File: src/hw/rtl/cdq_pkg.sv
// Package for the circular deque: sizes, command codes, index helpers and
// the command bundle that the controller sends to the datapath.
// No dependencies.
`timescale 1ns / 1ps

package cdq_pkg;

	localparam int CAPACITY   = 16;
	localparam int DATA_WIDTH = 32;
	localparam int IDX_W      = (CAPACITY > 1) ? $clog2(CAPACITY) : 1;

	localparam int CMD_W   = 2;
	localparam int FIELD_W = 32;

	typedef logic [IDX_W-1:0]      idx_t;
	typedef logic [DATA_WIDTH-1:0] data_t;
	typedef logic [CMD_W-1:0]      cmd_t;
	typedef logic [FIELD_W-1:0]    field_t;

	localparam cmd_t CMD_PUSH_BACK  = 2'd0;
	localparam cmd_t CMD_PUSH_FRONT = 2'd1;
	localparam cmd_t CMD_POP_FRONT  = 2'd2;
	localparam cmd_t CMD_POP_BACK   = 2'd3;

	localparam idx_t IDX_LAST = IDX_W'(CAPACITY - 1);

	// Controller to datapath: capture the accepted item, execute it,
	// load the result into the output register.
	typedef struct packed {
		logic capture;
		logic exec;
		logic load_out;
	} dp_cmd_t;

	function automatic idx_t next_idx(input idx_t i);
		return (i == IDX_LAST) ? '0 : idx_t'(i + 1'b1);
	endfunction

	function automatic idx_t prev_idx(input idx_t i);
		return (i == '0) ? IDX_LAST : idx_t'(i - 1'b1);
	endfunction

	// Keeps the low DATA_WIDTH bits of a pushed value.
	function automatic data_t to_data(input field_t v);
		logic [63:0] w;
		w = {32'd0, v};
		return w[DATA_WIDTH-1:0];
	endfunction

	// Low 32 bits of a stored element, zero extended when it is narrower.
	function automatic field_t to_field(input data_t d);
		logic [63:0] w;
		w = 64'(d);
		return w[FIELD_W-1:0];
	endfunction

endpackage

File: src/hw/rtl/cdq_if.sv
// Channel interfaces of the circular deque: command input and result output.
// Depends on cdq_pkg.
`timescale 1ns / 1ps

interface cdq_in_if;
	logic            valid;
	logic            ready;
	cdq_pkg::cmd_t   cmd;
	cdq_pkg::field_t push_value;

	modport source (output valid, output cmd, output push_value, input ready);
	modport sink   (input valid, input cmd, input push_value, output ready);
endinterface

interface cdq_out_if;
	logic            valid;
	logic            ready;
	logic            ok;
	cdq_pkg::field_t pop_value;
	logic            is_empty;
	logic            is_full;

	modport source (output valid, output ok, output pop_value, output is_empty,
		output is_full, input ready);
	modport sink   (input valid, input ok, input pop_value, input is_empty,
		input is_full, output ready);
endinterface

File: src/hw/rtl/cdq_ram.sv
// Generic single-port-write, single-port-read RAM with registered read data.
// No dependencies.
`timescale 1ns / 1ps

module cdq_ram #(
	parameter int WIDTH = 32,
	parameter int DEPTH = 16
) (
	input  logic                                     clk,
	input  logic                                     wr_en,
	input  logic [((DEPTH > 1) ? $clog2(DEPTH) : 1)-1:0] wr_addr,
	input  logic [WIDTH-1:0]                         wr_data,
	input  logic                                     rd_en,
	input  logic [((DEPTH > 1) ? $clog2(DEPTH) : 1)-1:0] rd_addr,
	output logic [WIDTH-1:0]                         rd_data
);

	logic [WIDTH-1:0] mem_q [DEPTH];

	always_ff @(posedge clk) begin
		if (wr_en) begin
			mem_q[wr_addr] <= wr_data;
		end
		if (rd_en) begin
			rd_data <= mem_q[rd_addr];
		end
	end

endmodule

File: src/hw/rtl/cdq_ctrl.sv
// Sequencing controller of the circular deque: accept, execute, respond.
// Holds the output valid flag. Depends on cdq_pkg.
`timescale 1ns / 1ps

module cdq_ctrl (
	input  logic             clk,
	input  logic             arst_n,
	input  logic             in_valid,
	output logic             in_ready,
	output logic             out_valid,
	input  logic             out_ready,
	output cdq_pkg::dp_cmd_t dp_cmd
);
	import cdq_pkg::*;

	localparam logic [1:0] S_IDLE = 2'd0;
	localparam logic [1:0] S_EXEC = 2'd1;
	localparam logic [1:0] S_RESP = 2'd2;

	logic [1:0] state_q;
	logic       out_valid_q;
	logic       in_xfer;
	logic       load_out;

	assign in_ready = (state_q == S_IDLE);
	assign in_xfer  = in_valid && in_ready;
	// The result register is free when empty or being drained this cycle.
	assign load_out = (state_q == S_RESP) && (!out_valid_q || out_ready);

	assign dp_cmd.capture  = in_xfer;
	assign dp_cmd.exec     = (state_q == S_EXEC);
	assign dp_cmd.load_out = load_out;
	assign out_valid       = out_valid_q;

	always_ff @(posedge clk or negedge arst_n) begin
		if (!arst_n) begin
			state_q <= S_IDLE;
		end else begin
			case (state_q)
				S_IDLE: begin
					if (in_xfer) begin
						state_q <= S_EXEC;
					end
				end
				S_EXEC: begin
					state_q <= S_RESP;
				end
				S_RESP: begin
					if (load_out) begin
						state_q <= S_IDLE;
					end
				end
				default: begin
					state_q <= S_IDLE;
				end
			endcase
		end
	end

	always_ff @(posedge clk or negedge arst_n) begin
		if (!arst_n) begin
			out_valid_q <= 1'b0;
		end else if (load_out) begin
			out_valid_q <= 1'b1;
		end else if (out_ready) begin
			out_valid_q <= 1'b0;
		end
	end

`ifndef ASSERT_OFF
	a_accept_to_exec: assert property (@(posedge clk) disable iff (!arst_n)
		in_xfer |=> state_q == S_EXEC)
		else $error("accepted item did not enter execution");
	a_exec_to_resp: assert property (@(posedge clk) disable iff (!arst_n)
		state_q == S_EXEC |=> state_q == S_RESP)
		else $error("execution did not move to response");
	a_load_sets_valid: assert property (@(posedge clk) disable iff (!arst_n)
		load_out |=> out_valid_q)
		else $error("result load did not raise output valid");
`endif

endmodule

File: src/hw/rtl/cdq_datapath.sv
// Datapath of the circular deque: head and tail indices, empty flag, slot
// RAM and result register. Depends on cdq_pkg and cdq_ram.
`timescale 1ns / 1ps

module cdq_datapath (
	input  logic             clk,
	input  logic             arst_n,
	input  cdq_pkg::dp_cmd_t dp_cmd,
	input  cdq_pkg::cmd_t    in_cmd,
	input  cdq_pkg::field_t  in_push_value,
	output logic             out_ok,
	output cdq_pkg::field_t  out_pop_value,
	output logic             out_is_empty,
	output logic             out_is_full
);
	import cdq_pkg::*;

	cmd_t   cmd_q;
	field_t value_q;
	idx_t   head_q;
	idx_t   tail_q;
	logic   empty_q;
	logic   ok_q;
	logic   popped_q;

	logic   ok_out_q;
	field_t pop_value_q;
	logic   empty_out_q;
	logic   full_out_q;

	logic   full_w;
	logic   is_push;
	logic   push_ok;
	logic   pop_ok;
	logic   wr_en;
	logic   rd_en;
	idx_t   wr_addr;
	idx_t   rd_addr;
	data_t  rd_data;

	assign full_w  = !empty_q && (next_idx(tail_q) == head_q);
	assign is_push = (cmd_q == CMD_PUSH_BACK) || (cmd_q == CMD_PUSH_FRONT);
	assign push_ok = is_push && !full_w;
	assign pop_ok  = !is_push && !empty_q;
	assign wr_en   = dp_cmd.exec && push_ok;
	assign rd_en   = dp_cmd.exec && pop_ok;

	always_comb begin
		wr_addr = '0;
		rd_addr = head_q;
		case (cmd_q)
			CMD_PUSH_BACK:  wr_addr = empty_q ? '0 : next_idx(tail_q);
			CMD_PUSH_FRONT: wr_addr = empty_q ? IDX_LAST : prev_idx(head_q);
			CMD_POP_FRONT:  rd_addr = head_q;
			CMD_POP_BACK:   rd_addr = tail_q;
			default:        rd_addr = head_q;
		endcase
	end

	cdq_ram #(
		.WIDTH (DATA_WIDTH),
		.DEPTH (CAPACITY)
	) u_slots (
		.clk     (clk),
		.wr_en   (wr_en),
		.wr_addr (wr_addr),
		.wr_data (to_data(value_q)),
		.rd_en   (rd_en),
		.rd_addr (rd_addr),
		.rd_data (rd_data)
	);

	always_ff @(posedge clk) begin
		if (dp_cmd.capture) begin
			cmd_q   <= in_cmd;
			value_q <= in_push_value;
		end
	end

	always_ff @(posedge clk or negedge arst_n) begin
		if (!arst_n) begin
			head_q   <= '0;
			tail_q   <= '0;
			empty_q  <= 1'b1;
			ok_q     <= 1'b0;
			popped_q <= 1'b0;
		end else if (dp_cmd.exec) begin
			ok_q     <= push_ok || pop_ok;
			popped_q <= pop_ok;
			if (push_ok) begin
				empty_q <= 1'b0;
				if (cmd_q == CMD_PUSH_BACK) begin
					tail_q <= wr_addr;
					if (empty_q) begin
						head_q <= wr_addr;
					end
				end else begin
					head_q <= wr_addr;
					if (empty_q) begin
						tail_q <= wr_addr;
					end
				end
			end else if (pop_ok) begin
				if (head_q == tail_q) begin
					// Last element leaves: back to the reset picture.
					empty_q <= 1'b1;
					head_q  <= '0;
					tail_q  <= '0;
				end else if (cmd_q == CMD_POP_FRONT) begin
					head_q <= next_idx(head_q);
				end else begin
					tail_q <= prev_idx(tail_q);
				end
			end
		end
	end

	always_ff @(posedge clk) begin
		if (dp_cmd.load_out) begin
			ok_out_q    <= ok_q;
			pop_value_q <= popped_q ? to_field(rd_data) : '0;
			empty_out_q <= empty_q;
			full_out_q  <= full_w;
		end
	end

	assign out_ok        = ok_out_q;
	assign out_pop_value = pop_value_q;
	assign out_is_empty  = empty_out_q;
	assign out_is_full   = full_out_q;

`ifndef ASSERT_OFF
	a_empty_indices: assert property (@(posedge clk) disable iff (!arst_n)
		empty_q |-> (head_q == '0) && (tail_q == '0))
		else $error("empty queue with nonzero indices");
	a_refused_zero: assert property (@(posedge clk) disable iff (!arst_n)
		dp_cmd.load_out && !popped_q |=> pop_value_q == '0)
		else $error("nonzero pop value without a pop");
	a_one_access: assert property (@(posedge clk) disable iff (!arst_n)
		!(wr_en && rd_en))
		else $error("slot RAM written and read by the same command");
`endif

endmodule

File: src/hw/rtl/circular_deque.sv
// Top level of the circular deque: controller, datapath and channel ports.
// Depends on cdq_pkg, cdq_if, cdq_ctrl and cdq_datapath.
`timescale 1ns / 1ps

// A fixed-capacity double-ended queue of CAPACITY elements kept in a
// circular slot RAM. Each input transfer carries a command (push back, push
// front, pop front, pop back) and a value, and produces exactly one result
// transfer with a success flag, the popped value (zero for pushes and for
// refused commands) and the empty and full flags after the command. A push
// into a full queue and a pop from an empty queue are refused and change
// nothing. From input transfer to result, each command is first captured,
// then updates the indices and accesses the slot RAM, and then the RAM's
// registered read lands in the result register once that is free.
// The controller handles one command at a time, so a new command is not
// accepted until the previous one has reached the result register. A new
// command is accepted while the previous result still waits in the output
// register. There is no clearing pass after reset: the slots need none,
// since a pop only ever reads a slot that an earlier push wrote.
module circular_deque (
	input  logic      clk,
	input  logic      arst_n,
	cdq_in_if.sink    in_ch,
	cdq_out_if.source out_ch
);
	import cdq_pkg::*;

	dp_cmd_t dp_cmd;

	// Sequencer: owns in_ch.ready and out_ch.valid.
	cdq_ctrl u_ctrl (
		.clk       (clk),
		.arst_n    (arst_n),
		.in_valid  (in_ch.valid),
		.in_ready  (in_ch.ready),
		.out_valid (out_ch.valid),
		.out_ready (out_ch.ready),
		.dp_cmd    (dp_cmd)
	);

	// Queue state, slot RAM and the result payload register.
	cdq_datapath u_datapath (
		.clk           (clk),
		.arst_n        (arst_n),
		.dp_cmd        (dp_cmd),
		.in_cmd        (in_ch.cmd),
		.in_push_value (in_ch.push_value),
		.out_ok        (out_ch.ok),
		.out_pop_value (out_ch.pop_value),
		.out_is_empty  (out_ch.is_empty),
		.out_is_full   (out_ch.is_full)
	);

endmodule
File: src/flat_wrapper.sv
// flat-port wrapper written by rule: the top's interface ports become plain ports
module circular_deque_flat import cdq_pkg::*;
  (clk, arst_n, in_ch_valid, in_ch_cmd, in_ch_push_value, in_ch_ready, out_ch_valid, out_ch_ok, out_ch_pop_value, out_ch_is_empty, out_ch_is_full, out_ch_ready);
  cdq_in_if in_ch_i ();
  cdq_out_if out_ch_i ();
  input  logic clk;
  input  logic arst_n;
  input wire logic [$bits(in_ch_i.valid)-1:0] in_ch_valid;
  input wire logic [$bits(in_ch_i.cmd)-1:0] in_ch_cmd;
  input wire logic [$bits(in_ch_i.push_value)-1:0] in_ch_push_value;
  output wire logic [$bits(in_ch_i.ready)-1:0] in_ch_ready;
  output wire logic [$bits(out_ch_i.valid)-1:0] out_ch_valid;
  output wire logic [$bits(out_ch_i.ok)-1:0] out_ch_ok;
  output wire logic [$bits(out_ch_i.pop_value)-1:0] out_ch_pop_value;
  output wire logic [$bits(out_ch_i.is_empty)-1:0] out_ch_is_empty;
  output wire logic [$bits(out_ch_i.is_full)-1:0] out_ch_is_full;
  input wire logic [$bits(out_ch_i.ready)-1:0] out_ch_ready;
  assign in_ch_i.valid = in_ch_valid;
  assign in_ch_i.cmd = in_ch_cmd;
  assign in_ch_i.push_value = in_ch_push_value;
  assign in_ch_ready = in_ch_i.ready;
  assign out_ch_valid = out_ch_i.valid;
  assign out_ch_ok = out_ch_i.ok;
  assign out_ch_pop_value = out_ch_i.pop_value;
  assign out_ch_is_empty = out_ch_i.is_empty;
  assign out_ch_is_full = out_ch_i.is_full;
  assign out_ch_i.ready = out_ch_ready;
  circular_deque u_core (.clk(clk), .arst_n(arst_n), .in_ch(in_ch_i), .out_ch(out_ch_i));
endmodule
File: config.mk
export PLATFORM = sky130hd
export DESIGN_NAME = circular_deque_flat
export DESIGN_NICKNAME = d
export VERILOG_FILES = /design/src/hw/rtl/cdq_pkg.sv /design/src/hw/rtl/cdq_if.sv /design/src/hw/rtl/cdq_ram.sv /design/src/hw/rtl/cdq_ctrl.sv /design/src/hw/rtl/cdq_datapath.sv /design/src/hw/rtl/circular_deque.sv /design/src/flat_wrapper.sv
export SDC_FILE = /design/constraint.sdc
export NUM_CORES = 1
export LEC_CHECK = 0
export BUFFER_PORTS_ARGS = -buffer_cell sky130_fd_sc_hd__buf_2
export CAP_MARGIN = 30
export CORE_MARGIN = 1
export CORE_UTILIZATION = 50
export CTS_CLUSTER_DIAMETER = 150
export DETAILED_ROUTE_END_ITERATION = 6
export GPL_ROUTABILITY_DRIVEN = 0
export GPL_TIMING_DRIVEN = 0
export PLACE_DENSITY_LB_ADDON = 0.08
export SYNTH_ARGS = -nofsm -noshare
export SYNTH_HDL_FRONTEND = slang
export SYNTH_HIERARCHICAL = 1
export SYNTH_SLANG_ARGS = --single-unit
File: constraint.sdc
create_clock -name clk -period 5.1 [get_ports clk]
set_clock_uncertainty 0.05 [all_clocks]
set_input_delay 0.255 -clock clk [delete_from_list [all_inputs] [get_ports clk]]
set_output_delay 0.255 -clock clk [all_outputs]
set_load 0.02 [all_outputs]
[Word-level counts from Yosys, hierarchy flattened]
Memory sizes are Yosys's and may differ from the RTL's. A register that Yosys moved wholly into a read port is not among the register bits.
Index checks and enable logic that the tools add are counted.
Storage, ports and cells
  bits in registers: 83
  RAM bits: 512
  bits of input ports: 38
  output and inout bits: 37
  word-level logic and storage cells: 87
  memories: 1
Operators by class
  add/subtract/negate cells: 4
  equal/unequal tests: 14
  muxes and demuxes: 29
  reductions and logical operators: 26
Memories
  u_core.u_datapath.u_slots.mem_q: depth 16, width 32, rd ports 1, clocked after memory_dff 1, wr ports 1, line cdq_ram.sv:18  | logic [WIDTH-1:0] mem_q [DEPTH];
Operators with widths (number)
  $mux 4: 18
  $add 4x1->4 const B: 2
  $eq 4x4->1: 2
  $eq 4x4->1 const B: 2
  $logic_not 4->1: 2
  $pmux 4 s2: 1
  $reduce_and 4->1: 2
  $sub 4x1->4 const B: 2
  $logic_and 1x1->1: 7
  $mux 1: 7
  $eq 2x2->1 const B: 3
  $ne 3x3->1 const B: 2
  $pmux 2 s3: 1
  $reduce_bool 2->1: 3
  $eq 2x1->1 const B: 2
  $logic_not 1->1: 4
  $logic_not 2->1: 2
  $mux 2: 2
  $logic_or 1x1->1: 3
  $ne 3x2->1 const B: 1
  $reduce_and 3->1: 1
  $reduce_bool 3->1: 1
  $ne 2x1->1 const B: 1
  $ne 2x2->1 const B: 1
  $reduce_and 2->1: 1

[Logic depth before layout (Yosys ltp)]
Gate-level depths: netlist (run 1).
  depth after elaboration: 9
  mapped depth: 10
  mapped depth without buffers: 9

[Cells and area by module]
Netlist (run 1), hierarchy kept.
Modules (own cells, without submodules)
  cdq_ram: instances 1, cells each 838, area an instance 20155.6 µm², sequential area each 16335.7 µm²
  cdq_datapath: instances 1, cells each 243, area an instance 3433.3 µm², sequential area each 2348.5 µm²
  cdq_ctrl: instances 1, cells each 14, area an instance 147.6 µm², sequential area each 75.1 µm²

[Worst setup path after synthesis (run 1)]
Ideal clock, no wire load.
  path kind: register -> register
  start point: register u_core.u_datapath.tail_q[0]
  end point: memory u_core.u_datapath.u_slots.mem_q[0][0] (enable)
  library setup time: 461 ps
  data arrival time: 4468 ps
  required time: 4589 ps
  setup slack: 121 ps
  cell stages (with the launch flop): 11
  path buffers: 1
  period minus slack after synthesis: 4979 ps
  cells stage by stage: dfrtp_1 > buf_2 > inv_1 > ha_1 > xor2_1 > nor3_1 > and2_1 > a21oi_1 > and2_1 > or3b_2 > nor3_1
Between the ends
  word-level cells in the longest chain between the ends: 9
  elaborated cells between the ends (all ways): 12
  those cells by class: add/sub (1); eq/ne (2); mux (5); reduce/logical (4)
Ends and longest elaborated chain
  start: declaration: line cdq_datapath.sv:21  | idx_t tail_q;
  start signal: assignment: line cdq_datapath.sv:93  | tail_q <= wr_addr;
  start signal: assignment: line cdq_datapath.sv:100  | tail_q <= wr_addr;
  start signal: assignment: line cdq_datapath.sv:112  | tail_q <= prev_idx(tail_q);
  $add 4x1->4 / $eq 4x4->1 (equally long branches): line cdq_pkg.sv:36  | return (i == IDX_LAST) ? '0 : idx_t'(i + 1'b1);
  $mux 4 *: line cdq_pkg.sv:36
  $eq 4x4->1 *: line cdq_datapath.sv:41  | assign full_w = !empty_q && (next_idx(tail_q) == head_q);
  $logic_and 1x1->1 *: line cdq_datapath.sv:41
  $logic_not 1->1 *: line cdq_datapath.sv:43  | assign push_ok = is_push && !full_w;
  $logic_and 1x1->1 *: line cdq_datapath.sv:43
  $logic_and 1x1->1 *: line cdq_datapath.sv:45  | assign wr_en = dp_cmd.exec && push_ok;
  named net u_core.u_datapath.wr_en: line cdq_datapath.sv:35  | logic wr_en;
  $mux 1 *: line cdq_ram.sv:21  | if (wr_en) begin
  $mux 1 (not written as such) *: line cdq_ram.sv:22  | mem_q[wr_addr] <= wr_data;
  end: declaration: line cdq_ram.sv:18
Mark *: on every way through the listed nets, which the timed path passes. The rest lies on a longest branch.

[Worst setup path in the final report (run 1)]
  start point: register u_core.u_datapath.tail_q[1]
  end point: memory u_core.u_datapath.u_slots.mem_q[0][16] (enable)
Same word-level chain as after synthesis.

==> out/metrics.yaml, run 1 <==
die:
  start_util_pct: 50.9
  die_w_um: 220
  coreArea_mm2: 0.0467
  io_pins: 75
  std_cell_rows: 79
  die-area_mm2: 0.0483
  die_h_um: 220
logic_synthesis:
  synth-edff-count: 613
  async_flop_share_pct: 2.23
  netlist-cell-type-count: 53
  synthFlopType: "edfxtp_1"
  synth.cell_area_mm2: 0.0237
  avgSynthCellArea_um2: 21.7
  synth_fp_nets: 1138
  ys.warnings.count: 6
  synth_cells: 1095
  ys_seq_elements: 627
  yosysSeqAreaShare_pct: 79.0
timing:
  max-slew-margin-rel_pct: 31.5
  max_freq_mhz: 235
  finalSetupViolCount: 0
  finalSetupTns_ns: 0
  slew_violations: 0
  worst_slew_pin_slew_ns: 1.03
  fin_crit_ns: 4.25
  rsz0062_at_grt: "no"
  period_share_pct: 83.4
  hold_viol: 0
route:
  ant_nets: 0
  wl_met1_um: 23900
  met2_length_um: 25500
  drc: 6
  top_layer: "met4"
  routedWlPerCell_um: 27.2
  routed_wirelength_um: 53400
  wl_met3_um: 3040
  drt-vias-per-instance: 5.85
  vias: 11478
  drtIter0Drc: 1047
  dr.pass1.iters: 7
final_layout:
  layout_commonest_cell: "edfxtp_1"
  syn_to_final_growth_pct: 17.4
  layout.cells.non_filler: 1962
  fillers: 3371
  mostFrequentLayoutCells: "edfxtp_1 (613), mux4_2 (128), buf_2 (85)"
  multiInputGateArea_mm2: 0.00476
  fin_nets: 1346
  diodes: 0
  drive_above_1_share_pct: 28.0
  regArea_mm2: 0.0188
  fin_area_mm2: 0.0279
  finalCoreUtilization_pct: 59.7
cts:
  cts_tree: "built"
  worst_skew_pair.late_latency_ns: 0.60
  cts-root-buf: "clkbuf_16"
  h-tree-depth: 3
  numCtsBuffers: 66
  clk_pin_slew_ns: 0.07
  cts.sinks: 627
  clk_path_buf_depth: 3
setup_path:
  worstReg2RegStart: "u_core/u_datapath/tail_q[1]"
  critPathTopFamily: "simple AND/OR/NAND/NOR gates"
  path_max_fanout: 9
  crit_required_ns: 5.33
  worst_path_max_delay_cell: "or3b_2"
  crit_type: "flop to flop"
  critPathLaunchType: "flop"
  endpoint_kind: "flop"
  rr_worst_depth: 10
  path_cells: "ha_1, inv_1, a311oi_4, xor2_1, a21oi_1, and2_1, or3b_2, nor3_2, buf_8, buf_4"
  rrSetupSlack_ns: 0.85
  critPathLaunch: "u_core/u_datapath/tail_q[1]"
  r2r_end: "u_core/u_datapath/u_slots/mem_q[0][16]"
  slowest_delay_ns: 0.59
  critical_path_arrival_ns: 4.49
  crit_buf_inv: 3
grt:
  grt_use_total_pct: 23.1
  antenna_found_initial: 0
  grt-ovfl-total: 0
  grt_pass1_vias: 11869
  grt_pass1_wl_um: 78600
  grt_max_degree: 36
place:
  port_buffers: 74
  detailed_place_hpwl_um: 32100
  place_area_mm2: 0.0254
  dp_cells: 1805
run_status:
  violations: "design-rule violations"
  status: "finished with violations"
power:
  vdd_drop_max_v: 0.000330
  power_leakage_nw: 9.01
  power_mw: 14.7
  powerDensity_mw_per_mm2: 527
min_path:
  min_path_type: "input pin to async pin"
run:
  drv_cap: 0
## how the worst max path moves through the flow
stage / to / cells past startpoint
after floorplan: u_core/u_datapath/u_slots/mem_q[0][0] / 10
after detailed placement: u_core/u_datapath/u_slots/mem_q[0][14] / 10
after global placement: u_core/u_datapath/u_slots/mem_q[0][14] / 8
after global routing: u_core/u_datapath/u_slots/mem_q[0][16] / 10
final: u_core/u_datapath/u_slots/mem_q[0][16] / 10
after CTS: u_core/u_datapath/u_slots/mem_q[0][16] / 10
## layer usage
metal | vias up | global-route usage, %
li1 | 4959 | -
met1 | 6071 | 33.8
met2 | 372 | 36.1
met3 | 76 | 4.10
met4 | 0 | 6.62
met5 | - | 0
## Yosys cell counts (2+ instances only)
| master | instances | area share (%) |
|---|---|---|
| edfxtp_1 | 613 | 78 |
| mux4_2 | 128 | 12 |
| a22oi_1 | 66 | 2.1 |
| nand2_1 | 45 | 0.71 |
| and2_1 | 38 | 1.0 |
| clkbuf_1 | 25 | 0.40 |
| nor2_1 | 19 | 0.30 |
| dfrtp_1 | 13 | 1.4 |
| inv_1 | 13 | 0.21 |
| o21ai_0 | 13 | 0.27 |
| buf_4 | 12 | 0.38 |
| buf_1 | 11 | 0.17 |
| buf_2 | 11 | 0.23 |
| a21oi_1 | 10 | 0.21 |
| nor2b_1 | 7 | 0.18 |
| nand2b_1 | 6 | 0.16 |
| ha_1 | 5 | 0.26 |
| mux2_2 | 5 | 0.24 |
| nor3_1 | 5 | 0.11 |
| xnor2_1 | 5 | 0.18 |
| a32o_1 | 3 | 0.13 |
| nand3_1 | 3 | 0.063 |
| xor2_1 | 3 | 0.11 |
| mux2i_1 | 2 | 0.084 |
| nand3b_1 | 2 | 0.063 |
| o21ai_2 | 2 | 0.074 |
| o21bai_1 | 2 | 0.063 |
| o2bb2ai_1 | 2 | 0.074 |
| o32ai_1 | 2 | 0.074 |
## timing repair
| action | 4_1_cts | 5_1_grt |
|---|---|---|
| hold buffers | 37 | 0 |
| setup buffers | 0 | 0 |
| endpoints found under the hold margin | 51 | 0 |
| gates resized for setup | 0 | 0 |
## cell families (layout without fill, tap and decap cells)
kind of cell	after synthesis	in the layout	synth area share, %
flops	627	627	79.0
mux	135	135	12.5
simple gates	133	133	2.86
compound gates	113	113	3.53
buf+inv	72	332	1.39
xor+xnor	10	10	0.464
fa+ha+maj	5	5	0.264
## flip-flops by register name, indices dropped and copies added, names as in the netlist
name / flops
u_core/u_ctrl/out_valid: 1
u_core/u_ctrl/state_q: 2
u_core/u_datapath/cmd_q: 2
u_core/u_datapath/empty_q: 1
u_core/u_datapath/head_q: 4
u_core/u_datapath/ok_q: 1
u_core/u_datapath/out_is_empty: 1
u_core/u_datapath/out_is_full: 1
u_core/u_datapath/out_ok: 1
u_core/u_datapath/out_pop_value: 32
u_core/u_datapath/popped_q: 1
u_core/u_datapath/tail_q: 4
u_core/u_datapath/u_slots/mem_q: 512
u_core/u_datapath/u_slots/rd_data: 32
u_core/u_datapath/value_q: 32
## final cells by class
class                      count  area share (%)
inverter                      13           0.175
clock buffer                  82            6.22
tap                          607            2.73
clock inverter                38            1.14
multi-input combinational    396            17.1
sequential                   627            67.3
timing repair buffer         140            4.32
buffer                        59            1.01
## power by group
group	leakage, nW	switching, mW	internal, mW	total [mW]
logic	2.28	2.17	1.53	3.70
registers	5.72	0.213	6.20	6.42
clock network	0.999	1.94	2.63	4.57
total	9.01	4.32	10.4	14.7
## through the flow
step	setup slack (ns)	hold slack (ns)
2_1_floorplan	0.121	-0.0906
3_3_place_gp	-3.21	0.145
3_5_place_dp	0.910	0.147
4_1_cts	0.853	0.0412
5_1_grt	0.660	0.0774
6_report	0.845	0.0605
Power figures use the tool's default switching activity.
==> inputs of run 2 (changes only) <==
==> constraint.sdc (replaced) <==
create_clock -name clk -period 4.1 [get_ports clk]
set_clock_uncertainty 0.05 [all_clocks]
set_input_delay 0.205 -clock clk [delete_from_list [all_inputs] [get_ports clk]]
set_output_delay 0.205 -clock clk [all_outputs]
set_load 0.02 [all_outputs]
==> out/metrics.yaml, run 2 (synthesis results as in run 1) <==
grt:
  antenna_found_initial: 0  # unchanged
  grt_use_total_pct: 22.4  # -0.77 points
  grt_max_degree: 36  # unchanged
  grt_pass1_wl_um: 75900  # -3.5%
  grt_pass1_vias: 11566  # -2.6%
  grt-ovfl-total: 0  # unchanged
route:
  drc: 12  # +6
  wl_met3_um: 3200  # +5.2%
  top_layer: "met4"
  drt-vias-per-instance: 5.76  # -1.5%
  ant_nets: 0  # unchanged
  vias: 11314  # -1.4%
  wl_met1_um: 22400  # -6.1%
  drtIter0Drc: 1055  # +0.76%
  routed_wirelength_um: 51700  # -3.1%
  met2_length_um: 25100  # -1.4%
  dr.pass1.iters: 7  # unchanged
  routedWlPerCell_um: 26.3  # -3.2%
timing:
  fin_crit_ns: 3.81  # -0.443 ns
  finalSetupViolCount: 0  # unchanged
  rsz0062_at_grt: "no"
  max-slew-margin-rel_pct: 34.4  # +2.8 points
  slew_violations: 0  # unchanged
  fin_ws_ns: 0.289  # -0.557 ns
  finalSetupTns_ns: 0  # unchanged
  hold_viol: 0  # unchanged
  whs_ns: 0.0282  # -0.0324 ns
  period_share_pct: 93.0  # +9.5 points
  max_freq_mhz: 262  # +12%
  worst_slew_pin_slew_ns: 0.984  # -0.0426 ns
final_layout:
  regArea_mm2: 0.0188  # unchanged
  multiInputGateArea_mm2: 0.00479  # +0.60%
  top_register: "u_core/u_datapath/u_slots/mem_q"
  fillers: 3371  # unchanged
  layout.cells.non_filler: 1964  # +0.10%
  fin_nets: 1350  # +0.30%
  drive_above_1_share_pct: 28.1  # +0.11 points
  largest_reg_flops: 512  # unchanged
  diodes: 0  # unchanged
  mostFrequentLayoutCells: "edfxtp_1 (613), mux4_2 (128), buf_2 (85)"
  layout_commonest_cell: "edfxtp_1"
  syn_to_final_growth_pct: 18.0
cts:
  h-tree-depth: 3  # unchanged
  clk_path_buf_depth: 3  # unchanged
  cts.sinks: 627  # unchanged
  numCtsBuffers: 67  # +1.5%
  clk_pin_slew_ns: 0.06  # about the same
  cts_tree: "built"
  worst_skew_pair.late_latency_ns: 0.59  # about the same
  cts-root-buf: "clkbuf_16"
setup_path:
  path_max_fanout: 17  # +8
  critPathLaunchType: "flop"
  crit_required_ns: 4.32  # -1.01 ns
  endpoint_kind: "flop"
  crit_type: "flop to flop"
  critical_path_arrival_ns: 4.03  # -0.46 ns
die:
  coreArea_mm2: 0.0467  # unchanged
  std_cell_rows: 79  # unchanged
  start_util_pct: 50.9  # unchanged
  io_pins: 75  # unchanged
  die-area_mm2: 0.0483  # unchanged
  die_h_um: 220  # unchanged
  die_w_um: 220  # unchanged
power:
  vdd_drop_max_v: 0.000396  # +20%
  switching_share_pct: 29.0  # -0.39 points
  power_leakage_nw: 9.04  # +0.39%
  clkPwrFrac_pct: 30.9  # -0.2 points
  powerDensity_mw_per_mm2: 651  # +24%
  switchingPower_mw: 5.29  # +22%
  internal-power_mw: 12.9  # +25%
  combPwrFrac_pct: 25.2  # about the same
  seq_power_share_pct: 43.8  # about the same
place:
  detailed_place_hpwl_um: 31500  # -1.8%
  port_buffers: 74  # unchanged
  pre_cts_ws_ns: -0.0153  # -0.926 ns
  dp_cells: 1800  # -0.28%
run:
  drv_cap: 0  # unchanged
min_path:
  min_path_type: "input pin to async pin"
run_status:
  status: "finished with violations"
  violations: "design-rule violations"
-- run 2: changes by cell type in the layout (fill, tap and decap cells not counted), sizes merged --
cell / previous run / this run
buf: 137 / 140
bufinv: 4 / 3
clkbuf: 107 / 113
clkinv: 27 / 24
inv: 18 / 15
-- run 2: power by group through the flow --
stage,Combinational [mW],Sequential [mW],Clock (mW)
finish,4.60,7.99,5.63
global route,5.00,8.05,6.00
CTS,4.66,8.00,5.75
detailed placement,4.62,8.13,0
global placement,4.49,8.12,0
floorplan,3.08,8.11,0
-- run 2: path summary, 6_finish.rpt --
path | end | startpoint | slack (ns) | depth (start not counted)
setup / recovery | u_core/u_datapath/u_slots/mem_q[11][19] | u_core/u_datapath/tail_q[1] | 0.29 | 9
hold / removal | u_core/u_datapath/head_q[0] | arst_n | 0.03 | 2
setup reg to reg | u_core/u_datapath/u_slots/mem_q[11][19] | u_core/u_datapath/tail_q[1] | 0.29 | 9
hold reg to reg | u_core/u_datapath/out_ok | u_core/u_datapath/ok_q | 0.41 | 0
max in group asynchronous | u_core/u_datapath/empty_q | arst_n | 3.67 | 2
min in group clk | u_core/u_datapath/value_q[11] | in_ch_push_value[11] | 0.27 | 2
-- run 2: what timing repair did --
action                     4_1_cts  5_1_grt
setup endpoints to repair       11      340
buffers inserted                 1        7
pin swaps                        1        4
hold endpoints to repair        51        0
cloned                           0        0
gates resized for setup          0        1
hold buffers                    37        0
-- run 2: per-layer routing --
layer | global-route usage, % | vias up
li1 | - | 4975
met1 | 31.8 | 5923
met5 | 0 | -
met2 | 35.6 | 345
met3 | 4.49 | 71
met4 | 5.79 | 0
-- run 2: critical path, cell delays in order (launching register included) --
cell and delay, ns:
dfrtp_1 0.48, ha_1 0.32, inv_1 0.10, a311oi_4 0.38, xor2_1 0.17, a21oi_2 0.36, and2_1 0.26, nand3b_1 0.36
nor2_4 0.73, buf_12 0.27
-- run 2: layout make-up --
cell class | instances | area share (%)
sequential | 627 | 67.0
inverter | 13 | 0.174
tap | 607 | 2.71
clock buffer | 88 | 6.46
timing repair buffer | 143 | 4.75
multi-input combinational | 396 | 17.1
buffer | 59 | 1.00
clock inverter | 31 | 0.809
-- run 2: stage by stage --
step | power (mW) | util (%) | instance area [um^2]
finish | 18.2 | 60.0 | 28000
global route | 19.0 | 60.0 | 28000
CTS | 18.4 | 59.8 | 27900
detailed placement | 12.7 | 54.6 | 25500
global placement | 12.6 | 53.3 | 24900
floorplan | 11.2 | - | 23800
